$ cat config.mk
export PLATFORM = sky130hd
export DESIGN_NAME = decimal_digit_multiplier_top
export DESIGN_NICKNAME = d
export VERILOG_FILES = /design/src/design/ddm_pkg.sv /design/src/design/ddm_digit_ram.sv /design/src/design/ddm_column_acc.sv /design/src/design/decimal_digit_multiplier_top.sv
export SDC_FILE = /design/constraint.sdc
export NUM_CORES = 1
export LEC_CHECK = 0
export BUFFER_PORTS_ARGS = -buffer_cell sky130_fd_sc_hd__buf_4
export CAP_MARGIN = 20
export CORE_MARGIN = 5
export CORE_UTILIZATION = 60
export CTS_BUF_LIST = sky130_fd_sc_hd__clkbuf_4 sky130_fd_sc_hd__clkbuf_8 sky130_fd_sc_hd__clkbuf_16
export CTS_CLUSTER_SIZE = 10
export DETAILED_ROUTE_END_ITERATION = 12
export MAX_ROUTING_LAYER = met4
export PLACE_DENSITY = 0.75
export SYNTH_ARGS = -nofsm -noshare
export SYNTH_HDL_FRONTEND = slang
export SYNTH_SLANG_ARGS = --single-unit
$ cat constraint.sdc
create_clock -name clk -period 11.1 [get_ports clk]
set_input_delay 2.22 -clock clk [delete_from_list [all_inputs] [get_ports clk]]
set_output_delay 2.22 -clock clk [all_outputs]
set_load 0.01 [all_outputs]
$ cat src/design/ddm_pkg.sv
`default_nettype none

package ddm_pkg;

    // Operand size bound and digit format
    localparam int DEF_MAX_DIGITS = 32;
    localparam int DIGIT_W        = 4;
    localparam logic [DIGIT_W-1:0] DIGIT_MAX = 4'd9;

    // Column accumulator: 32 pair products of 81 plus the incoming carry stay below 4096
    localparam int ACC_W = 12;
    localparam int RADIX = 10;

    // Divide by ten as multiply by ceil(2^15 / 10), exact for all ACC_W-bit values
    localparam int RECIP_W     = 12;
    localparam int RECIP_SHIFT = 15;
    localparam logic [RECIP_W-1:0] RECIP_TEN = 12'd3277;

    // Sequencer commands to the column unit
    typedef struct packed {
        logic clr;    // start a new multiply, no carry in
        logic mac;    // add one digit-pair product
        logic div;    // form column quotient (carry out)
        logic split;  // emit column digit, keep carry
    } col_ctrl_t;

endpackage

`default_nettype wire

$ cat src/design/ddm_digit_ram.sv
`default_nettype none

module ddm_digit_ram
    import ddm_pkg::*;
#(
    parameter int DEPTH = DEF_MAX_DIGITS,
    parameter int AW    = $clog2(DEPTH)
)
(
    input  wire logic               clk,
    input  wire logic               we,
    input  wire logic [AW-1:0]      waddr,
    input  wire logic [DIGIT_W-1:0] wdata,
    input  wire logic               re,
    input  wire logic [AW-1:0]      raddr,
    output logic      [DIGIT_W-1:0] rdata
);

    logic [DIGIT_W-1:0] mem_reg [DEPTH];
    logic [DIGIT_W-1:0] rdata_reg;

    // One write port
    always_ff @(posedge clk)
    begin
        if (we)
        begin
            mem_reg[waddr] <= wdata;
        end
    end

    // One registered read port, holds between reads
    always_ff @(posedge clk)
    begin
        if (re)
        begin
            rdata_reg <= mem_reg[raddr];
        end
    end

    assign rdata = rdata_reg;

endmodule

`default_nettype wire

$ cat src/design/ddm_column_acc.sv
`default_nettype none

module ddm_column_acc
    import ddm_pkg::*;
(
    input  wire logic               clk,
    input  wire col_ctrl_t          ctrl,
    input  wire logic [DIGIT_W-1:0] a_digit,
    input  wire logic [DIGIT_W-1:0] b_digit,
    output logic      [DIGIT_W-1:0] col_digit
);

    logic [ACC_W-1:0]         acc_reg, acc_next;
    logic [ACC_W-1:0]         quo_reg, quo_next;
    logic [2*DIGIT_W-1:0]     pair_prod;
    logic [ACC_W+RECIP_W-1:0] recip_prod;
    logic [ACC_W-1:0]         quo_times_ten;
    logic [ACC_W-1:0]         rem;

    // Digit-pair product, one per cycle
    assign pair_prod = {{DIGIT_W{1'b0}}, a_digit} * {{DIGIT_W{1'b0}}, b_digit};

    // Quotient by ten from the reciprocal
    assign recip_prod = {{RECIP_W{1'b0}}, acc_reg} * {{ACC_W{1'b0}}, RECIP_TEN};

    // Remainder is the column digit
    assign quo_times_ten = ACC_W'(quo_reg * ACC_W'(RADIX));
    assign rem           = acc_reg - quo_times_ten;
    assign col_digit     = rem[DIGIT_W-1:0];

    always_comb
    begin
        acc_next = acc_reg;
        quo_next = quo_reg;
        if (ctrl.clr)
        begin
            acc_next = '0;
        end
        else if (ctrl.mac)
        begin
            acc_next = acc_reg + {{(ACC_W-2*DIGIT_W){1'b0}}, pair_prod};
        end
        else if (ctrl.split)
        begin
            // carry seeds the next column
            acc_next = quo_reg;
        end
        if (ctrl.div)
        begin
            quo_next = ACC_W'(recip_prod >> RECIP_SHIFT);
        end
    end

    always_ff @(posedge clk)
    begin
        acc_reg <= acc_next;
        quo_reg <= quo_next;
    end

endmodule

`default_nettype wire

$ cat src/design/decimal_digit_multiplier_top.sv
`default_nettype none

// Channel   Direction  Handshake            Payload
// input     in         in_valid / in_ready  kind, digit, negative, last
// output    out        out_valid/out_ready  product_digit, product_negative, last_digit, too_long
//
// Loading accepts one digit request per cycle.
// The multiply walks the columns: each digit pair is read from the operand RAMs, then
// added; each column then divides by ten and splits into a digit and a carry.
// Each product digit is read from the result RAM, then shown until the output takes it.
// No input request is taken from the final second-operand digit until the last
// product digit is taken. Reset clears counts, flags and the sequencer; RAMs are not cleared.

module decimal_digit_multiplier_top
    import ddm_pkg::*;
#(
    parameter int MAX_DIGITS = DEF_MAX_DIGITS
)
(
    input  wire logic               clk,
    input  wire logic               rst_n,
    input  wire logic               in_valid,
    output logic                    in_ready,
    input  wire logic               kind,
    input  wire logic [DIGIT_W-1:0] digit,
    input  wire logic               negative,
    input  wire logic               last,
    output logic                    out_valid,
    input  wire logic               out_ready,
    output logic      [DIGIT_W-1:0] product_digit,
    output logic                    product_negative,
    output logic                    last_digit,
    output logic                    too_long
);

    localparam int AW    = $clog2(MAX_DIGITS);
    localparam int CNT_W = $clog2(MAX_DIGITS + 1);
    localparam int RDEP  = 2 * MAX_DIGITS;
    localparam int RAW   = $clog2(RDEP);
    localparam int COL_W = $clog2(RDEP + 1);

    typedef enum logic [6:0] {
        S_LOAD      = 7'b0000001,
        S_MAC_RD    = 7'b0000010,
        S_MAC_ADD   = 7'b0000100,
        S_DIV       = 7'b0001000,
        S_SPLIT     = 7'b0010000,
        S_EMIT_RD   = 7'b0100000,
        S_EMIT_SHOW = 7'b1000000
    } state_t;

    state_t           state_reg, state_next;
    logic [CNT_W-1:0] fc_reg, fc_next;
    logic [CNT_W-1:0] sc_reg, sc_next;
    logic             sign1_reg, sign1_next;
    logic             sign2_reg, sign2_next;
    logic             err_reg, err_next;
    logic [COL_W-1:0] c_reg, c_next;
    logic [CNT_W-1:0] b_reg, b_next;
    logic [COL_W-1:0] top_reg, top_next;
    logic             nz_reg, nz_next;
    logic [COL_W-1:0] p_reg, p_next;

    logic               in_fire, out_fire;
    logic [DIGIT_W-1:0] dclamp;
    logic [COL_W-1:0]   fc_ext, sc_ext, b_ext, ncol, c_inc, idx_a, b_hi_ext, b_lo_ext;
    logic [CNT_W-1:0]   b_hi, b_lo_inc;
    logic               fc_full, sc_full;

    logic               a_we, b_we, r_we, op_re, r_re;
    logic [AW-1:0]      a_raddr, b_raddr;
    logic [DIGIT_W-1:0] a_rdata, b_rdata, res_rdata, col_digit;
    col_ctrl_t          col_ctrl;

    assign in_ready  = (state_reg == S_LOAD);
    assign out_valid = (state_reg == S_EMIT_SHOW);
    assign in_fire   = in_valid & in_ready;
    assign out_fire  = out_valid & out_ready;

    // Input digit clamp and store limits
    assign dclamp  = (digit > DIGIT_MAX) ? DIGIT_MAX : digit;
    assign fc_full = (fc_reg >= CNT_W'(MAX_DIGITS));
    assign sc_full = (sc_reg >= CNT_W'(MAX_DIGITS));

    // Column walk: column c pairs first weight c-b with second weight b
    assign fc_ext   = {{(COL_W-CNT_W){1'b0}}, fc_reg};
    assign sc_ext   = {{(COL_W-CNT_W){1'b0}}, sc_reg};
    assign b_ext    = {{(COL_W-CNT_W){1'b0}}, b_reg};
    assign ncol     = fc_ext + sc_ext;
    assign c_inc    = c_reg + COL_W'(1);
    assign idx_a    = fc_ext - COL_W'(1) - c_reg + b_ext;
    assign a_raddr  = idx_a[AW-1:0];
    assign b_raddr  = AW'(sc_reg - CNT_W'(1) - b_reg);
    assign b_hi_ext = (c_reg < sc_ext) ? c_reg : (sc_ext - COL_W'(1));
    assign b_hi     = b_hi_ext[CNT_W-1:0];
    assign b_lo_ext = (c_inc >= fc_ext) ? (c_inc - fc_ext + COL_W'(1)) : '0;
    assign b_lo_inc = b_lo_ext[CNT_W-1:0];

    // Sequencer
    always_comb
    begin
        state_next = state_reg;
        fc_next    = fc_reg;
        sc_next    = sc_reg;
        sign1_next = sign1_reg;
        sign2_next = sign2_reg;
        err_next   = err_reg;
        c_next     = c_reg;
        b_next     = b_reg;
        top_next   = top_reg;
        nz_next    = nz_reg;
        p_next     = p_reg;
        a_we       = 1'b0;
        b_we       = 1'b0;
        r_we       = 1'b0;
        op_re      = 1'b0;
        r_re       = 1'b0;
        col_ctrl   = '0;

        case (state_reg)
            S_LOAD:
            begin
                if (in_fire)
                begin
                    if (!kind)
                    begin
                        if (fc_full)
                        begin
                            err_next = 1'b1;
                        end
                        else
                        begin
                            a_we    = 1'b1;
                            fc_next = fc_reg + CNT_W'(1);
                        end
                        if (last)
                        begin
                            sign1_next = negative;
                        end
                    end
                    else
                    begin
                        if (sc_full)
                        begin
                            err_next = 1'b1;
                        end
                        else
                        begin
                            b_we    = 1'b1;
                            sc_next = sc_reg + CNT_W'(1);
                        end
                        if (last)
                        begin
                            sign2_next   = negative;
                            col_ctrl.clr = 1'b1;
                            c_next       = '0;
                            b_next       = '0;
                            top_next     = '0;
                            nz_next      = 1'b0;
                            p_next       = '0;
                            // empty first operand: product is zero
                            state_next   = (fc_reg == '0) ? S_EMIT_RD : S_MAC_RD;
                        end
                    end
                end
            end

            S_MAC_RD:
            begin
                op_re      = 1'b1;
                state_next = S_MAC_ADD;
            end

            S_MAC_ADD:
            begin
                col_ctrl.mac = 1'b1;
                if (b_reg == b_hi)
                begin
                    state_next = S_DIV;
                end
                else
                begin
                    b_next     = b_reg + CNT_W'(1);
                    state_next = S_MAC_RD;
                end
            end

            S_DIV:
            begin
                col_ctrl.div = 1'b1;
                state_next   = S_SPLIT;
            end

            S_SPLIT:
            begin
                col_ctrl.split = 1'b1;
                r_we           = 1'b1;
                if (col_digit != '0)
                begin
                    top_next = c_reg;
                    nz_next  = 1'b1;
                end
                if (c_reg == ncol - COL_W'(1))
                begin
                    p_next     = (col_digit != '0) ? c_reg : top_reg;
                    state_next = S_EMIT_RD;
                end
                else
                begin
                    c_next = c_inc;
                    b_next = b_lo_inc;
                    // top column holds only the carry
                    state_next = (c_inc == ncol - COL_W'(1)) ? S_DIV : S_MAC_RD;
                end
            end

            S_EMIT_RD:
            begin
                r_re       = 1'b1;
                state_next = S_EMIT_SHOW;
            end

            S_EMIT_SHOW:
            begin
                if (out_fire)
                begin
                    if (p_reg == '0)
                    begin
                        fc_next    = '0;
                        sc_next    = '0;
                        sign1_next = 1'b0;
                        err_next   = 1'b0;
                        state_next = S_LOAD;
                    end
                    else
                    begin
                        p_next     = p_reg - COL_W'(1);
                        state_next = S_EMIT_RD;
                    end
                end
            end

            default:
            begin
                state_next = S_LOAD;
            end
        endcase
    end

    // Control state
    always_ff @(posedge clk or negedge rst_n)
    begin
        if (!rst_n)
        begin
            state_reg <= S_LOAD;
            fc_reg    <= '0;
            sc_reg    <= '0;
            sign1_reg <= 1'b0;
            sign2_reg <= 1'b0;
            err_reg   <= 1'b0;
            c_reg     <= '0;
            b_reg     <= '0;
            top_reg   <= '0;
            nz_reg    <= 1'b0;
            p_reg     <= '0;
        end
        else
        begin
            state_reg <= state_next;
            fc_reg    <= fc_next;
            sc_reg    <= sc_next;
            sign1_reg <= sign1_next;
            sign2_reg <= sign2_next;
            err_reg   <= err_next;
            c_reg     <= c_next;
            b_reg     <= b_next;
            top_reg   <= top_next;
            nz_reg    <= nz_next;
            p_reg     <= p_next;
        end
    end

    // Operand digit stores
    ddm_digit_ram #(
        .DEPTH (MAX_DIGITS),
        .AW    (AW)
    ) u_first_ram (
        .clk   (clk),
        .we    (a_we),
        .waddr (fc_reg[AW-1:0]),
        .wdata (dclamp),
        .re    (op_re),
        .raddr (a_raddr),
        .rdata (a_rdata)
    );

    ddm_digit_ram #(
        .DEPTH (MAX_DIGITS),
        .AW    (AW)
    ) u_second_ram (
        .clk   (clk),
        .we    (b_we),
        .waddr (sc_reg[AW-1:0]),
        .wdata (dclamp),
        .re    (op_re),
        .raddr (b_raddr),
        .rdata (b_rdata)
    );

    // Column accumulate and carry
    ddm_column_acc u_column (
        .clk       (clk),
        .ctrl      (col_ctrl),
        .a_digit   (a_rdata),
        .b_digit   (b_rdata),
        .col_digit (col_digit)
    );

    // Product digit store, least significant column at address zero
    ddm_digit_ram #(
        .DEPTH (RDEP),
        .AW    (RAW)
    ) u_result_ram (
        .clk   (clk),
        .we    (r_we),
        .waddr (c_reg[RAW-1:0]),
        .wdata (col_digit),
        .re    (r_re),
        .raddr (p_reg[RAW-1:0]),
        .rdata (res_rdata)
    );

    // Result payload
    assign product_digit    = nz_reg ? res_rdata : '0;
    assign product_negative = nz_reg & (sign1_reg ^ sign2_reg);
    assign last_digit       = (p_reg == '0);
    assign too_long         = err_reg;

    // Checks
    a_no_load_while_emit: assert property (@(posedge clk) disable iff (!rst_n)
        out_valid |-> !in_ready)
        else $error("input taken while product digits pending");

    a_zero_single_digit: assert property (@(posedge clk) disable iff (!rst_n)
        (out_valid && !nz_reg) |-> (p_reg == '0))
        else $error("zero product longer than one digit");

    a_count_bound: assert property (@(posedge clk) disable iff (!rst_n)
        (fc_reg <= CNT_W'(MAX_DIGITS)) && (sc_reg <= CNT_W'(MAX_DIGITS)))
        else $error("operand count beyond store depth");

    a_last_ends_product: assert property (@(posedge clk) disable iff (!rst_n)
        (out_fire && last_digit) |=> in_ready && (fc_reg == '0) && (sc_reg == '0))
        else $error("operand state not cleared after product");

endmodule

`default_nettype wire
After elaboration in Yosys (flattened, before gate mapping)
Memories as Yosys holds them, arrays and structs flattened. A register that Yosys moved wholly into a read port is not among the register bits.
Cells that the tools add are included.
- add/sub/neg operators: 17
- $mul: 3
- $lt $le $gt $ge: 5
- eq/ne operators: 25
- muxes and demuxes: 82
- bitwise gates (word level): 4
- reductions and logical operators: 19
- operator list (kind ; count):
    $mux W6 ; 18
    $mux W7 ; 12
    $pmux W7 S7 ; 1
    $mux W1 ; 36
    $reduce_and A6 Y1 ; 5
    $pmux W7 S2 ; 2
    $add A6 B1 Y6 const B ; 4
    $mul A12 B12 Y24 const B ; 1
    $mux W12 ; 2
    $pmux W6 S2 ; 2
    $pmux W7 S3 ; 1
    $pmux W6 S3 ; 1
    $mux W4 ; 4
    $ne A2 B2 Y1 const B ; 8
    $eq A7 B7 Y1 ; 2
    $sub A7 B1 Y7 const B ; 2
    $add A12 B8 Y12 ; 1
    $ge A6 B6 Y1 const B ; 2
    $reduce_and A4 Y1 ; 3
    $ne A2 B1 Y1 const B ; 5
    $reduce_and A5 Y1 ; 2
    $sub A5 B1 Y5 const B ; 2
    $sub A5 B5 Y5 ; 2
    $mul A9 B3 Y3 const B ; 1
    other kinds (29) ; 36
- bits in registers: 71
- bits in writable memories: 512
- input bits: 11
- output and inout port bits: 9
- word-level logic and storage cells: 171
- memories kept: 3
- memories (memory ; words ; width ; read ports ; clocked after Yosys merged registers in ; wr ports ; RTL line ; RTL):
    u_result_ram.mem_reg ; 64 ; 4 ; 1 ; 1 ; 1 ; ddm_digit_ram.sv:19 ; logic [DIGIT_W-1:0] mem_reg [DEPTH];
    u_first_ram.mem_reg ; 32 ; 4 ; 1 ; 1 ; 1 ; ddm_digit_ram.sv:19 ;
    u_second_ram.mem_reg ; 32 ; 4 ; 1 ; 1 ; 1 ; ddm_digit_ram.sv:19 ;

Logic depth before layout (Yosys ltp)
Gate-level depths: netlist of the first run.
- depth in word-level cells: 7
- gate-level depth with buffers: 19
- depth with buffers taken out: 19

By module
A second synthesis of the first run with hierarchy kept.
- cell total of the unflattened synthesis: 1969
- area, all modules: 29721.0 µm²
- modules (own cells, without submodules) (module ; instances ; cells an instance ; area an instance (µm²) ; seq. area each (µm²)):
    ddm_digit_ram (u_result_ram) ; 1 ; 521 ; 10447.5 ; 7807.5
    ddm_digit_ram (u_first_ram ...) ; 2 ; 231 ; 5178.7 ; 3963.8
    decimal_digit_multiplier_top ; 1 ; 513 ; 4500.6 ; 1252.5
    ddm_column_acc ; 1 ; 473 ; 4415.5 ; 510.5

Least setup slack after synthesis of the first run
OpenSTA, ideal clock, no wires.
- path type: flip-flop to flip-flop
- start point: register u_column.acc_reg[0]
- end point: register u_column.quo_reg[8], data pin
- library setup time: 260 ps
- arrival time: 5094 ps
- data required time: 10840 ps
- setup slack: 5746 ps
- stages on the path, launching flop included: 20
- path buffers: 0
- period minus slack after synthesis: 5354 ps
- path through: dfxtp_1 > ha_1 > xor2_1 > ha_1 > a21o_1 > fa_1 > fa_1 > inv_1 > fa_1 > inv_1 > ha_1 > a21o_1 > a21oi_1 > o211ai_1 > a21oi_1 > o211ai_1 > and2_1 > o21a_1 > nor2_1 > xnor2_1
- longest elaborated chain between the ends: 1
- ends and longest elaborated chain (what ; RTL line ; RTL):
    from (decl) ; ddm_column_acc.sv:13 ; logic [ACC_W-1:0] acc_reg, acc_next;
    from (signal assigned) ; ddm_column_acc.sv:56 ; acc_reg <= acc_next;
    $mul A12 B12 Y24 ; ddm_column_acc.sv:24 ; assign recip_prod = {{RECIP_W{1'b0}}, acc_reg} * {{ACC_W{1'b0}}, RECIP_TEN};
    named net u_column.recip_prod[23] ; ddm_column_acc.sv:16 ; logic [ACC_W+RECIP_W-1:0] recip_prod;
    to (signal assigned) ; ddm_column_acc.sv:57 ; quo_reg <= quo_next;
    to (decl) ; ddm_column_acc.sv:14 ; logic [ACC_W-1:0] quo_reg, quo_next;
The timed path passes the listed nets, and every way through them passes these cells.
A chain may end at the register's enable or synchronous reset.

Final worst setup path of the first run
Ends and elaborated chain as after synthesis.

==> results of run 1 <==
==> cell type report <==
type                       count  area, um^2
sequential                   595       17500
fill                        3246       15900
multi-input combinational   1015       10400
clock buffer                 101        1980
tap                          615         769
inverter                     167         627
timing repair buffer          38         314
clock inverter                 9         118
==> layer usage <==
metal,vias up,track usage,share of wire
met5,-,-,0
met1,7914,0.323,0.43
met2,497,0.378,0.50
met3,69,0.0395,0.057
li1,7002,-,-
met4,0,0.0564,0.016
==> cells in the final DEF (no fill, tap or decap), types with 12 or more instances in the layout <==
cell and n:
a21o_1 21, a21oi_1 38, a22oi_1 12, and2_1 18, buf_4 35, clkbuf_16 70
clkbuf_4 31, dfrtp_1 47, edfxtp_1 533, fa_1 55, ha_1 152, inv_1 160
mux2_2 17, mux2i_1 20, mux4_2 156, nand2_1 57, nand3_1 36, nor2_1 207
o21ai_0 19, o21ai_1 13, xnor2_1 48, xor2_1 17
==> worst max-delay path: stages (launching register included) <==
cell and delay [ns]:
dfxtp_2 0.32, buf_4 0.57, ha_1 0.29, ha_1 0.15, inv_1 0.05, fa_1 0.48
inv_1 0.05, fa_1 0.52, inv_1 0.05, fa_1 0.48, inv_1 0.04, ha_1 0.28
a21o_1 0.16, a221o_1 0.40, a21oi_1 0.37, o211ai_1 0.19, and2_1 0.22, o21a_1 0.18
nor2_1 0.12, xnor2_1 0.08
==> power by group <==
group          total, mW  internal [mW]  switching (mW)  leakage, nW
registers           2.85           2.73           0.117         5.57
clock network       2.10           1.24           0.858         1.06
logic               3.72           1.71            2.01         4.96
==> Yosys cell counts, drive strengths merged, types with 3 or more instances <==
cell / instances
a21o: 21
edfxtp: 533
a31oi: 7
xnor2: 51
fa: 56
mux4: 156
nor2b: 9
a22oi: 12
o22ai: 4
a211oi: 4
and3b: 3
nor3: 12
nand2: 58
and2: 18
nor2: 207
a32o: 4
o21a: 5
and3: 7
or3: 8
mux2: 18
buf: 25
o211ai: 4
a21oi: 39
dfrtp: 49
ha: 153
nand3: 36
o21ai: 33
nand4: 8
mux2i: 20
nand2b: 5
dfxtp: 12
clkinv: 3
a221oi: 6
inv: 164
nor4: 5
nor3b: 3
clkbuf: 42
xor2: 17
or2: 3
nand3b: 4
==> cells by family (layout without fill, tap and decap cells) <==
family / Yosys count / count (layout)
flip-flops: 595 / 595
multiplexers: 194 / 194
buffers and inverters: 234 / 315
adder cells (fa/ha/maj): 209 / 209
AO/OA/AOI/OAI: 151 / 151
XOR/XNOR: 68 / 68
AND/OR/NAND/NOR: 393 / 393
==> worst min-delay path by stage <==
stage | from | endpoint | slack (ns) | depth (start not counted)
floorplan | top_reg[3] | top_reg[3] | 0.45 | 1
global placement | top_reg[3] | top_reg[3] | 0.46 | 1
detailed placement | top_reg[6] | top_reg[6] | 0.47 | 1
CTS | top_reg[6] | top_reg[6] | 0.48 | 1
global route | top_reg[4] | top_reg[4] | 0.50 | 1
finish | top_reg[6] | top_reg[6] | 0.48 | 1
==> through the flow <==
step	instances	hold slack, ns	worst slack, ns
2_1_floorplan	1844	0.449	5.75
3_3_place_gp	2426	0.458	5.96
3_5_place_dp	2427	0.470	5.80
4_1_cts	2537	0.482	5.79
5_1_grt	2540	0.501	5.49
6_report	2540	0.480	5.86
==> reports/qor.txt, run 1 <==
routability-driven placement congestion ratio = 0.874
Synth top area share = 0.556
Initial Util = 0.604
total of max-cap violations = 0
Synth Area in Adders = 0.105
GRT Residual Overflow = 0
kind of critical path = flip-flop to flip-flop
# clock sinks = 595
Critical path destination = u_column.quo_reg[8]
Tot Pwr = 8.67 mW
routed len/inst = 23.0 um
R2R Path End = u_column.quo_reg[8]
Root Buffer = clkbuf_16
maximum VDD drop = 0.230 mV
Synth Register Bits = 595
top cells by area, synth = edfxtp_1 56%, mux4_2 12%, ha_1 6.6%
ANT nets after route = 0
fin crit share = 0.472
area leader, netlist = edfxtp_1
sequential area share after synthesis = 0.608
Compound-Gate Fraction of Synth Area = 0.0352
Vert. Die Dim = 229 um
clock skew = 0.0364 ns
endpoints failing setup = 0
reg-to-reg critical path startpoint = u_column.acc_reg[0]
CTS Hold Bufs = 0
CP Data Required Time = 11.46 ns
Tmin final = 5.24 ns
Synth Warn # = 0
CTS Buf Count = 70
Worst R2R Setup Slack = 5.86 ns
DIE AREA = 52,500 um^2
fraction of registers with async set/reset = 0.0840
RSZ-0062 raised after global routing = false
First-pass DRT Iterations = 7
vias per cell = 6.10
synth unique cells = 74
Pwr Density = 273 nW/um^2
diode count = 0
Crit. Startpoint = u_column.acc_reg[0]
nets@finish = 2,107
largest net degree at the start of global routing = 73
I/O Buffers = 19
vias = 15,500
DP Wirelength = 38,600 um
worst r2r path cells = 19
Synth Instances = 1,844
CTS clk-pin slew, worst paths = 0.06 ns
io pins = 20
final hold violations = 0
TNS Setup = 0 ns
DRT Wirelength = 58,300 um
syn_nets = 2,064
clk_lat worst skew = 0.62 ns
initial antenna violation count = 0
dpl cell area = 29,600 um^2
die span in x = 229 um
share of layout cells above drive strength 1 = 0.183
fmax = 191 MHz
worst relative slew slack = 0.380
FP Rows = 80
DR iter-0 viols = 1,268
Syn Area/Cell = 15.6 um^2
area of the mapped netlist = 28,800 um^2
TritonCTS clock tree = built
worst-margin pin slew = 0.930 ns
H-tree depth = 3
P_leak = 11.6 nW
CP endpoint kind = flip-flop
vias in the first global route = 16,300
WP data arrival = 5.60 ns
Most used DFF post-synth = edfxtp_1
outcome = finished clean
multiplexer area fraction after synthesis = 0.136
Syn-to-layout area delta = 10.3%
Hold Path Class = flip-flop to flip-flop
number of flops mapped to enable cells by yosys = 533
Post-Synth Simple-Gate Area = 0.0631
Core ar. = 47,600 um^2
Largest register FFs = 256
CTS resizes = 0
Slew Limit Fails = 0
xor and xnor area share after synthesis = 0.0212
combinational family with the most area after synthesis = multiplexers
Longest Clk Path Bufs = 3
worst-path fanout max = 72
post-CTS setup buffer count = 0
final core occ = 0.666
DRC viols = 0
CP Launch Type = flip-flop
first-pass GRT wire length = 93,700 um
final instance area = 31,700 um^2
GRT Total Usage = 0.235
Note: power is estimated with default switching activity, not from simulation.
==> run 2, diff against run 1 <==
==> constraint.sdc (replaced) <==
create_clock -name clk -period 5.3 [get_ports clk]
set_input_delay 1.06 -clock clk [delete_from_list [all_inputs] [get_ports clk]]
set_output_delay 1.06 -clock clk [all_outputs]
set_load 0.01 [all_outputs]
==> run 2 against run 1 <==
Cell count up 0.20%. Routed wire length up 0.30%. Combinational power up 110%. Sequential share of layout area down 0.074 points. Largest cell class unchanged. Final area up 0.13%. Critical path depth up 1.
==> reports/qor.txt, run 2 (synthesis results as in run 1) <==
CP Launch Type = flip-flop
CP endpoint kind = flip-flop
clock skew = 0.0200 ns (-0.0165 ns)
endpoints failing setup = 0 (unchanged)
Longest Clk Path Bufs = 3 (unchanged)
Hold WS = 0.480 ns (+0.000490 ns)
DRT Wirelength = 58,500 um (+0.30%)
Hold Path Class = flip-flop to flip-flop
DIE AREA = 52,500 um^2 (unchanged)
Tot Pwr = 18.2 mW (+110%)
Tmin final = 4.87 ns (-0.368 ns)
maximum VDD drop = 0.443 mV (+93%)
initial antenna violation count = 0 (unchanged)
vias in the first global route = 16,300 (+0.41%)
outcome = finished clean
Core ar. = 47,600 um^2 (unchanged)
TNS Setup = 0 ns (unchanged)
CTS Hold Bufs = 0 (unchanged)
routability-driven placement congestion ratio = 0.896 (+2.5%)
worst-path fanout max = 8 (-89%)
worst relative slew slack = 0.231 (-0.149)
I/O Buffers = 19 (unchanged)
Largest register FFs = 256 (unchanged)
worst-margin pin slew = 1.14 ns (+0.213 ns)
DP Wirelength = 39,000 um (+0.98%)
clk_lat worst skew = 0.60 ns (-0.02 ns)
kind of critical path = flip-flop to flip-flop
GRT Total Usage = 0.234 (-0.00186)
total of max-cap violations = 0 (unchanged)
Root Buffer = clkbuf_16
worst r2r path cells = 20 (+1)
Initial Util = 0.604 (unchanged)
largest net degree at the start of global routing = 71 (-2.7%)
Vert. Die Dim = 229 um (unchanged)
final core occ = 0.667 (+0.000893)
post-CTS setup buffer count = 0 (unchanged)
Pwr Density = 573 nW/um^2 (+110%)
Place WS = 0.433 ns (-5.37 ns)
WP data arrival = 5.21 ns (-0.39 ns)
Syn-to-layout area delta = 10.4%
Slew Limit Fails = 0 (unchanged)
fmax = 205 MHz (+7.6%)
dpl cell area = 29,600 um^2 (about the same)
final worst setup slack = 0.431 ns (-5.43 ns)
die span in x = 229 um (unchanged)
final hold violations = 0 (unchanged)
CTS Buf Count = 70 (unchanged)
CTS clk-pin slew, worst paths = 0.06 ns (about the same)
final std cells w/o fill = 2,545 (+0.20%)
fin crit share = 0.919 (+0.447)
placed cells = 2,429 (+0.082%)
nets@finish = 2,107 (unchanged)
first-pass GRT wire length = 92,500 um (-1.3%)
CP max stage cell = dfxtp_1
share of layout cells above drive strength 1 = 0.187 (+0.00367)
most frequent cells in the layout = 533 x edfxtp_1, 207 x nor2_1, 160 x inv_1
FP Rows = 80 (unchanged)
max incr delay on CP = 0.52 ns (-0.05 ns)
diode count = 0 (unchanged)
P_leak = 11.6 nW (+0.30%)
stages on the worst setup path = 20 (+1)
vias = 15,500 (+0.42%)
DR iter-0 viols = 1,467 (+16%)
routed len/inst = 23.0 um (+0.11%)
CP Data Required Time = 5.64 ns (-5.82 ns)
ANT nets after route = 0 (unchanged)
final instance area = 31,800 um^2 (+0.13%)
First-pass DRT Iterations = 5 (-2)
# clock sinks = 595 (unchanged)
TritonCTS clock tree = built
critical-path cell list = ha_1 -> inv_1 -> fa_1 -> inv_1 -> fa_1 -> fa_1 -> inv_1 -> fa_1 -> inv_1 -> ha_1 -> nand2_1 -> or3_1 -> o211ai_1 -> a21oi_1 -> buf_4 -> o211ai_1 -> and2_1 -> o21a_1 -> nor2_1 -> xnor2_1
Buf/Inv on CP = 5 (unchanged)
CTS resizes = 0 (unchanged)
commonest non-fill, non-tap cell in the layout = edfxtp_1
vias per cell = 6.11 (+0.22%)
H-tree depth = 3 (unchanged)
Hold Path Cell Cnt = 1 (unchanged)
Largest delay share family, worst path = adder cells
DRC viols = 0 (unchanged)
RSZ-0062 raised after global routing = false
io pins = 20 (unchanged)
GRT Residual Overflow = 0 (unchanged)
run 2: worst paths after layout:
| path | startpoint | end | slack, ns |
|---|---|---|---|
| min | top_reg[0] | top_reg[0] | 0.48 |
| min in group asynchronous | rst_n | sc_reg[1] | 0.49 |
| max reg2reg | u_column.acc_reg[3] | u_column.quo_reg[8] | 0.43 |
| max | u_column.acc_reg[3] | u_column.quo_reg[8] | 0.43 |
| min reg2reg | top_reg[0] | top_reg[0] | 0.48 |
| max in group asynchronous | rst_n | p_reg[0] | 4.27 |
run 2: area by class of cell:
cell class,instances,area (um^2)
Clock buffer,110,2080
Clock inverter,5,58.8
Fill cell,3171,15900
Inverter,167,627
Multi-Input combinational cell,1015,10400
Sequential cell,595,17500
Tap cell,615,769
Timing Repair Buffer,38,318
run 2: layer usage:
| layer | global-route usage | part of all wire | up-vias |
|---|---|---|---|
| li1 | - | - | 7011 |
| met1 | 0.315 | 0.41 | 7897 |
| met2 | 0.371 | 0.49 | 539 |
| met3 | 0.0455 | 0.070 | 100 |
| met4 | 0.0665 | 0.025 | 0 |
| met5 | - | 0 | - |
run 2: power breakdown:
| group | switching (mW) | internal (mW) |
|---|---|---|
| combinational | 4.18 | 3.59 |
| sequential | 0.249 | 5.72 |
| clock | 1.77 | 2.69 |
